[config.mk]
export PLATFORM = sky130hd
export DESIGN_NAME = spba_div
export DESIGN_NICKNAME = d
export VERILOG_FILES = /design/src/segregated_pool_block_allocator_macros.svh /design/src/spba_pkg.sv /design/src/spba_div.sv
export SDC_FILE = /design/constraint.sdc
export NUM_CORES = 1
export LEC_CHECK = 0
export ABC_CLOCK_PERIOD_IN_PS = 5400
export BUFFER_PORTS_ARGS = -buffer_cell sky130_fd_sc_hd__buf_2
export CAP_MARGIN = 20
export CORE_MARGIN = 10
export CORE_UTILIZATION = 59
export CTS_CLUSTER_SIZE = 14
export DETAILED_ROUTE_END_ITERATION = 8
export MAX_ROUTING_LAYER = met4
export PLACE_DENSITY = 0.89
export SYNTH_ARGS = -nofsm -noshare
export SYNTH_HDL_FRONTEND = slang
export SYNTH_SLANG_ARGS = --single-unit
[constraint.sdc]
create_clock -name i_clk -period 5.4 [get_ports i_clk]
set_input_delay 0.27 -clock i_clk [delete_from_list [all_inputs] [get_ports i_clk]]
set_output_delay 0.27 -clock i_clk [all_outputs]
set_load 0.02 [all_outputs]
[src/segregated_pool_block_allocator_macros.svh]
// Assertion macros for the segregated pool block allocator
`ifndef SEGREGATED_POOL_BLOCK_ALLOCATOR_MACROS_SVH
`define SEGREGATED_POOL_BLOCK_ALLOCATOR_MACROS_SVH
`ifndef NO_ASSERTIONS
`define SPBA_ASSERT_IMPL(label, clk, rst_n, a, c) \
    label: assert property (@(posedge clk) disable iff (!rst_n) (a) |-> (c)) \
        else $error("assertion failed");
`define SPBA_ASSERT_NEXT(label, clk, rst_n, a, c) \
    label: assert property (@(posedge clk) disable iff (!rst_n) (a) |=> (c)) \
        else $error("assertion failed");
`else
`define SPBA_ASSERT_IMPL(label, clk, rst_n, a, c)
`define SPBA_ASSERT_NEXT(label, clk, rst_n, a, c)
`endif
`endif

[src/spba_pkg.sv]
// ----------------------------------------------------------------------------
// spba_pkg
// Types and constants shared by the pool allocator modules.
// ----------------------------------------------------------------------------
package spba_pkg;
    localparam int NUM_BUCKETS_DEF = 4;
    localparam int MAX_BLOCKS_DEF  = 256;
    localparam int BLOCK_ALIGN_DEF = 16;
    localparam int SIZE_W  = 21;
    localparam int COUNT_W = 9;

    typedef enum logic [1:0] {
        CMD_INIT    = 2'd0,
        CMD_ALLOC   = 2'd1,
        CMD_FREE    = 2'd2,
        CMD_REALLOC = 2'd3
    } t_cmd;

    typedef enum logic [1:0] {
        ST_OK      = 2'd0,
        ST_NOFIT   = 2'd1,
        ST_BADADDR = 2'd2
    } t_status;

    typedef enum logic [3:0] {
        S_IDLE,
        S_INIT,
        S_LOC,
        S_DIV,
        S_DECIDE,
        S_ASCAN,
        S_ARD,
        S_AMUL,
        S_AFIN,
        S_PUSH,
        S_OUT
    } t_state;

    // divider handshake
    typedef struct packed {
        logic busy;
        logic done;
    } t_div_stat;
endpackage

[src/spba_div.sv]
// ----------------------------------------------------------------------------
// spba_div
// Restoring divider, one quotient bit per cycle; quotient and remainder.
// ----------------------------------------------------------------------------
module spba_div
    import spba_pkg::*;
(
    input  logic        i_clk,
    input  logic        i_rst_n,
    input  logic        i_start,
    input  logic [39:0] i_num,
    input  logic [29:0] i_den,
    output t_div_stat   o_stat,
    output logic [39:0] o_quo,
    output logic [39:0] o_rem
);
    logic [39:0] r_q, n_q;
    logic [39:0] r_r, n_r;
    logic [29:0] r_d, n_d;
    logic [5:0]  r_cnt, n_cnt;
    logic        r_busy, n_busy;
    logic        r_done, n_done;
    logic [40:0] w_tr;

    // one shift-subtract step per cycle
    always_comb begin
        n_q = r_q; n_r = r_r; n_d = r_d; n_cnt = r_cnt;
        n_busy = r_busy; n_done = 1'b0;
        w_tr = {r_r, r_q[39]};
        if (i_start) begin
            n_q = i_num; n_r = '0; n_d = i_den; n_cnt = 6'd40; n_busy = 1'b1;
        end else if (r_busy) begin
            n_q = {r_q[38:0], 1'b0};
            if (w_tr >= {11'd0, r_d}) begin
                n_r = 40'(w_tr - {11'd0, r_d});
                n_q[0] = 1'b1;
            end else begin
                n_r = w_tr[39:0];
            end
            n_cnt = r_cnt - 6'd1;
            if (r_cnt == 6'd1) begin
                n_busy = 1'b0; n_done = 1'b1;
            end
        end
    end

    always_ff @(posedge i_clk) begin
        if (!i_rst_n) begin
            r_busy <= 1'b0; r_done <= 1'b0; r_cnt <= '0;
        end else begin
            r_busy <= n_busy; r_done <= n_done; r_cnt <= n_cnt;
        end
        r_q <= n_q; r_r <= n_r; r_d <= n_d;
    end

    assign o_stat = '{busy: r_busy, done: r_done};
    assign o_quo  = r_q;
    assign o_rem  = r_r;
endmodule
# ---- Yosys cells after proc, flatten, opt, wreduce, memory -nomap -nowiden
# Index checks and enable logic that the tools add are counted.
dict set report op_classes {
  addsub 2
  n_lt_le_gt_ge 1
  eq_ne 1
  muxes 10
  bitwise_logic 2
  reduce_logical 3
}
# cell n
set op_table {}
lappend op_table {{two-way mux 40 bit} 3}
lappend op_table {{>= comparator 41 x 30 -> 1 bit} 1}
lappend op_table {{subtractor 40 x 30 -> 40 bit} 1}
lappend op_table {{two-way mux 6 bit} 2}
lappend op_table {{equality test 6 x 1 -> 1 bit (second input constant)} 1}
lappend op_table {{subtractor 6 x 1 -> 6 bit (second input constant)} 1}
lappend op_table {{two-way mux 1 bit} 5}
lappend op_table {{OR reduction 3 bit} 1}
lappend op_table {{NOT 1 bit} 2}
lappend op_table {{nonzero test 2 bit} 1}
lappend op_table {{OR reduction 2 bit} 1}
dict set report totals {
  reg_bits 118
  input_bits 73
  out_inout_bits 82
}

# ---- Depth between registers and ports, before layout
dict set report logic_depth {
  ltp_word 4
  mapped_depth 13
  mapped_depth_nobuf 11
}

# ---- Least setup slack after synthesis
# OpenSTA, ideal clock, no wires.
dict set report synth_timing {
  path_kind {flip-flop to flip-flop}
  startpoint {register r_r[30], in the netlist o_rem[30]}
  endpoint {register r_q[0], in the netlist o_quo[0], data pin}
  setup_time_ps 260
  arrival_ps 2755
  required_ps 5140
  slack_ps 2385
  path_stages_with_launch 11
  path_buffers 3
  cell_sequence {dfxtp_1 buf_6 or4_4 or4b_1 or3_1 a31oi_1 and2_1 buf_6 nand2_4 buf_2 mux2_2}
}
dict set report synth_between {
  elab_chain_cells 4
}
# item line
set synth_rtl {}
lappend synth_rtl {{start, declared} spba_div.sv:18} ;# logic [39:0] r_r, n_r;
lappend synth_rtl {{start signal, assigned} spba_div.sv:53} ;# r_q <= n_q; r_r <= n_r; r_d <= n_d;
lappend synth_rtl {{>= comparator 41 x 30 -> 1 bit} spba_div.sv:34} ;# if (w_tr >= {11'd0, r_d}) begin
lappend synth_rtl {{two-way mux 1 bit} spba_div.sv:34}
lappend synth_rtl {{two-way mux 40 bit} spba_div.sv:32} ;# end else if (r_busy) begin
lappend synth_rtl {{two-way mux 40 bit} spba_div.sv:30} ;# if (i_start) begin
lappend synth_rtl {{via n_q[0]} spba_div.sv:17} ;# logic [39:0] r_q, n_q;
lappend synth_rtl {{end signal, assigned} spba_div.sv:53}
lappend synth_rtl {{end, declared} spba_div.sv:17}
# The timed path passes the listed nets, and every way through them passes these cells. The select of a mux whose other input is x is not followed.
# A chain may end at the register's enable or synchronous reset.

# ---- Final worst setup path
dict set report layout_timing {
  startpoint {register r_r[30], in the netlist o_rem[30]}
  endpoint {register r_r[29], in the netlist o_rem[29]}
}
dict set report layout_between {
  elab_chain_cells 2
}
# item line
set layout_rtl {}
lappend layout_rtl {{>= comparator 41 x 30 -> 1 bit} spba_div.sv:34}
lappend layout_rtl {{two-way mux 40 bit} spba_div.sv:34}
# No other way between the ends.

==> results.py <==
metrics = {
    "synthesis": {
        "synth-seq-cells": 118,
        "syn_inst": 691,
        "synth-adder-area-share_pct": 6.09,
        "synth_edf_count": 70,
        "synthesis.nets": 797,
        "synth_mux_area_share_pct": 6.82,
        "synth_top_family_by_area": "compound AO/OA/AOI/OAI gates",
        "synth_compound_area_share_pct": 18.1,
        "ys_warn_count": 0,
        "yosysSeqAreaShare_pct": 44.4,
        "synthXorXnorAreaFrac_pct": 3.81,
        "ys.flop_type": "edfxtp_1",
        "yosys.area_share.simple_pct": 14.8,
        "async_reset_ff_share_pct": 0,
        "syn_area_um2": 6900,
        "synth_area_per_cell_um2": 9.98,
        "synth.distinct_cells": 71,
    },
    "placed_design": {
        "hpwl_um": 13100,
        "port_buffers": 154,
        "gp_congestion": 0.963,
    },
    "cells_and_area": {
        "fin_util_pct": 72.3,
        "final.fill_count": 852,
        "drive_gt1_share_pct": 29.7,
        "syn2layout_area_growth_pct": 19.6,
        "nets": 934,
        "layout_common_cells": "buf_2 (153), edfxtp_1 (70), nand2_1 (68), nor2_1 (62), dfxtp_1 (47)",
        "final_common_cell": "buf_2",
    },
    "cts": {
        "cts_tree": "built",
        "cts-hold-fix-buffers": 0,
        "root_buffer": "clkbuf_16",
        "clk_pin_slew_ns": 0.06,
        "post_cts_buffers": 0,
        "cts.sinks": 118,
        "clockBufferDepth": 2,
        "cts_resized": 0,
        "cts_buffers": 17,
        "h-tree-depth": 4,
        "clock_latency_ns": 0.43,
    },
    "power": {
        "peakVddDrop_v": 0.000274,
        "leakage_nw": 3.55,
        "powerDensity_nw_per_um2": 390,
    },
    "routing": {
        "vias": 5930,
        "avgRoutedWirePerCell_um": 18.8,
        "first_pass_iters": 7,
        "viasPerCell": 6.02,
        "drc": 0,
        "routed_wl_um": 18500,
        "antenna_left": 0,
        "drtIter0Drc": 634,
    },
    "grt": {
        "antenna_found_initial": 1,
        "grt_pass1_wl_um": 29700,
        "track_usage_pct": 23.1,
        "overflow": 0,
        "grt_max_degree": 82,
        "grt_pass1_vias": 6020,
    },
    "outcome": {
        "status": "finished, final reports clean",
    },
    "sta": {
        "relSlewSlack_pct": 41.3,
        "fmax_ghz": 0.287,
        "final_max_slew_viol_count": 0,
        "setup_violations": 0,
        "worst_slew_pin_slew_ns": 0.881,
        "holdWs_ns": 0.0153,
        "fin_crit_ns": 3.49,
        "hold_viol_final": 0,
        "skew_ns": 0.00720,
        "setup_tns_ns": 0,
        "finalCritPeriodShare_pct": 64.6,
        "grt_setup_unrepaired": "false",
    },
    "die": {
        "num_rows": 39,
        "core-area_um2": 11400,
        "die_w_um": 128,
        "ios": 155,
        "design.die.area_um2": 16400,
        "fp.dieH_um": 128,
        "initial_core_util_pct": 60.4,
    },
    "critical_path": {
        "crit_fanout": 27,
        "path_class": "register to register",
        "critPathRequiredTime_ns": 5.72,
        "cp-start-kind": "register",
        "worstPathArrival_ns": 3.80,
        "endpoint_kind": "register",
    },
    "job": {
        "drv_cap": 0,
    },
    "hold_path": {
        "hp-class": "input pin to register",
    },
}
-- kinds of logic (layout without fill, tap and decap cells) --
kind of cell | after synthesis | in the layout
other | 0 | 1
DFF | 118 | 118
xor gates and xnor gates | 30 | 30
and+or+nand+nor | 211 | 211
buffers and inverters | 82 | 232
AOI/OAI and AO/OA | 175 | 175
adders and majority gates | 33 | 33
muxes | 42 | 42
-- stage by stage --
| step | power (mW) | area (um^2) | setup WS, ns | instances |
|---|---|---|---|---|
| after floorplan | 1.80 | 6900 | 2.38 | 691 |
| after global placement | 2.00 | 7630 | 2.03 | 952 |
| after detailed placement | 2.02 | 7630 | 2.01 | 952 |
| after CTS | 3.22 | 8250 | 1.95 | 984 |
| after global routing | 3.37 | 8250 | 1.67 | 985 |
| final | 3.22 | 8250 | 1.91 | 985 |
-- state kept, by name, indices dropped and copies added, names as in the netlist --
name	count
r_busy	1
o_rem	40
r_d	30
o_quo	40
r_done	1
r_cnt	6
-- where the power goes --
part	switching, mW	internal, mW	total, mW
logic	0.550	0.344	0.894
registers	0.0768	1.06	1.14
clock network	0.431	0.755	1.19
-- worst max-delay path, cell delays in order (launching register included) --
cell,delay [ns]
dfxtp_1,0.40
or4_4,0.56
or4b_1,0.50
or3_1,0.34
a31oi_1,0.18
nand2_1,0.14
nor2_4,0.58
nor3_1,0.30
a211o_1,0.36
-- cells in the mapped netlist (4+ instances only) --
library cell,number,area [um^2]
a211oi_1,12,90.1
a21boi_0,5,37.5
a21o_1,8,60.1
a21oi_1,44,220
a311oi_1,16,140
a311oi_2,6,90.1
a31oi_1,11,68.8
and3_1,6,37.5
buf_4,5,37.5
buf_6,6,67.6
clkbuf_1,23,86.3
dfxtp_1,48,961
edfxtp_1,70,2100
ha_1,32,400
inv_1,42,158
mux2_2,40,450
nand2_1,68,255
nand3_1,10,50.1
nand4_1,8,50.1
nor2_1,62,233
nor2b_1,10,62.6
nor3_1,11,55.1
nor4_1,4,25.0
o211ai_1,6,45.0
o21a_1,8,60.1
o21ai_0,23,115
o221ai_1,4,35.0
o2bb2ai_1,4,35.0
or3_1,6,37.5
xnor2_1,20,175
xor2_1,10,87.6
-- final timing paths --
path	endpoint	from	slack (ns)	depth (start not counted)
worst max-delay path	o_rem[29]	o_rem[30]	1.91	8
worst min-delay path	r_d[15]	i_den[15]	0.02	1
worst max register to register	o_rem[29]	o_rem[30]	1.91	8
worst min register to register	o_rem[3]	o_rem[2]	0.51	2
-- layout make-up --
type	count	area, um^2	area share, %
Inverter	42	158	1.91
Tap cell	143	179	2.17
Clock inverter	13	171	2.08
Antenna cell	1	2.50	0.0303
Clock buffer	19	453	5.49
Sequential cell	118	3060	37.1
Timing Repair Buffer	158	803	9.73
Multi-Input combinational cell	491	3420	41.5
-- metal layers --
| layer | vias to the layer above | GRT usage (%) | part of all wire [%] |
|---|---|---|---|
| met5 | - | - | 0 |
| met3 | 55 | 5.13 | 7.1 |
| met2 | 248 | 37.2 | 49 |
| met1 | 2806 | 26.7 | 40 |
| li1 | 2821 | - | - |
| met4 | 0 | 11.5 | 3.1 |
No activity file was read; power rests on OpenSTA's default activity.
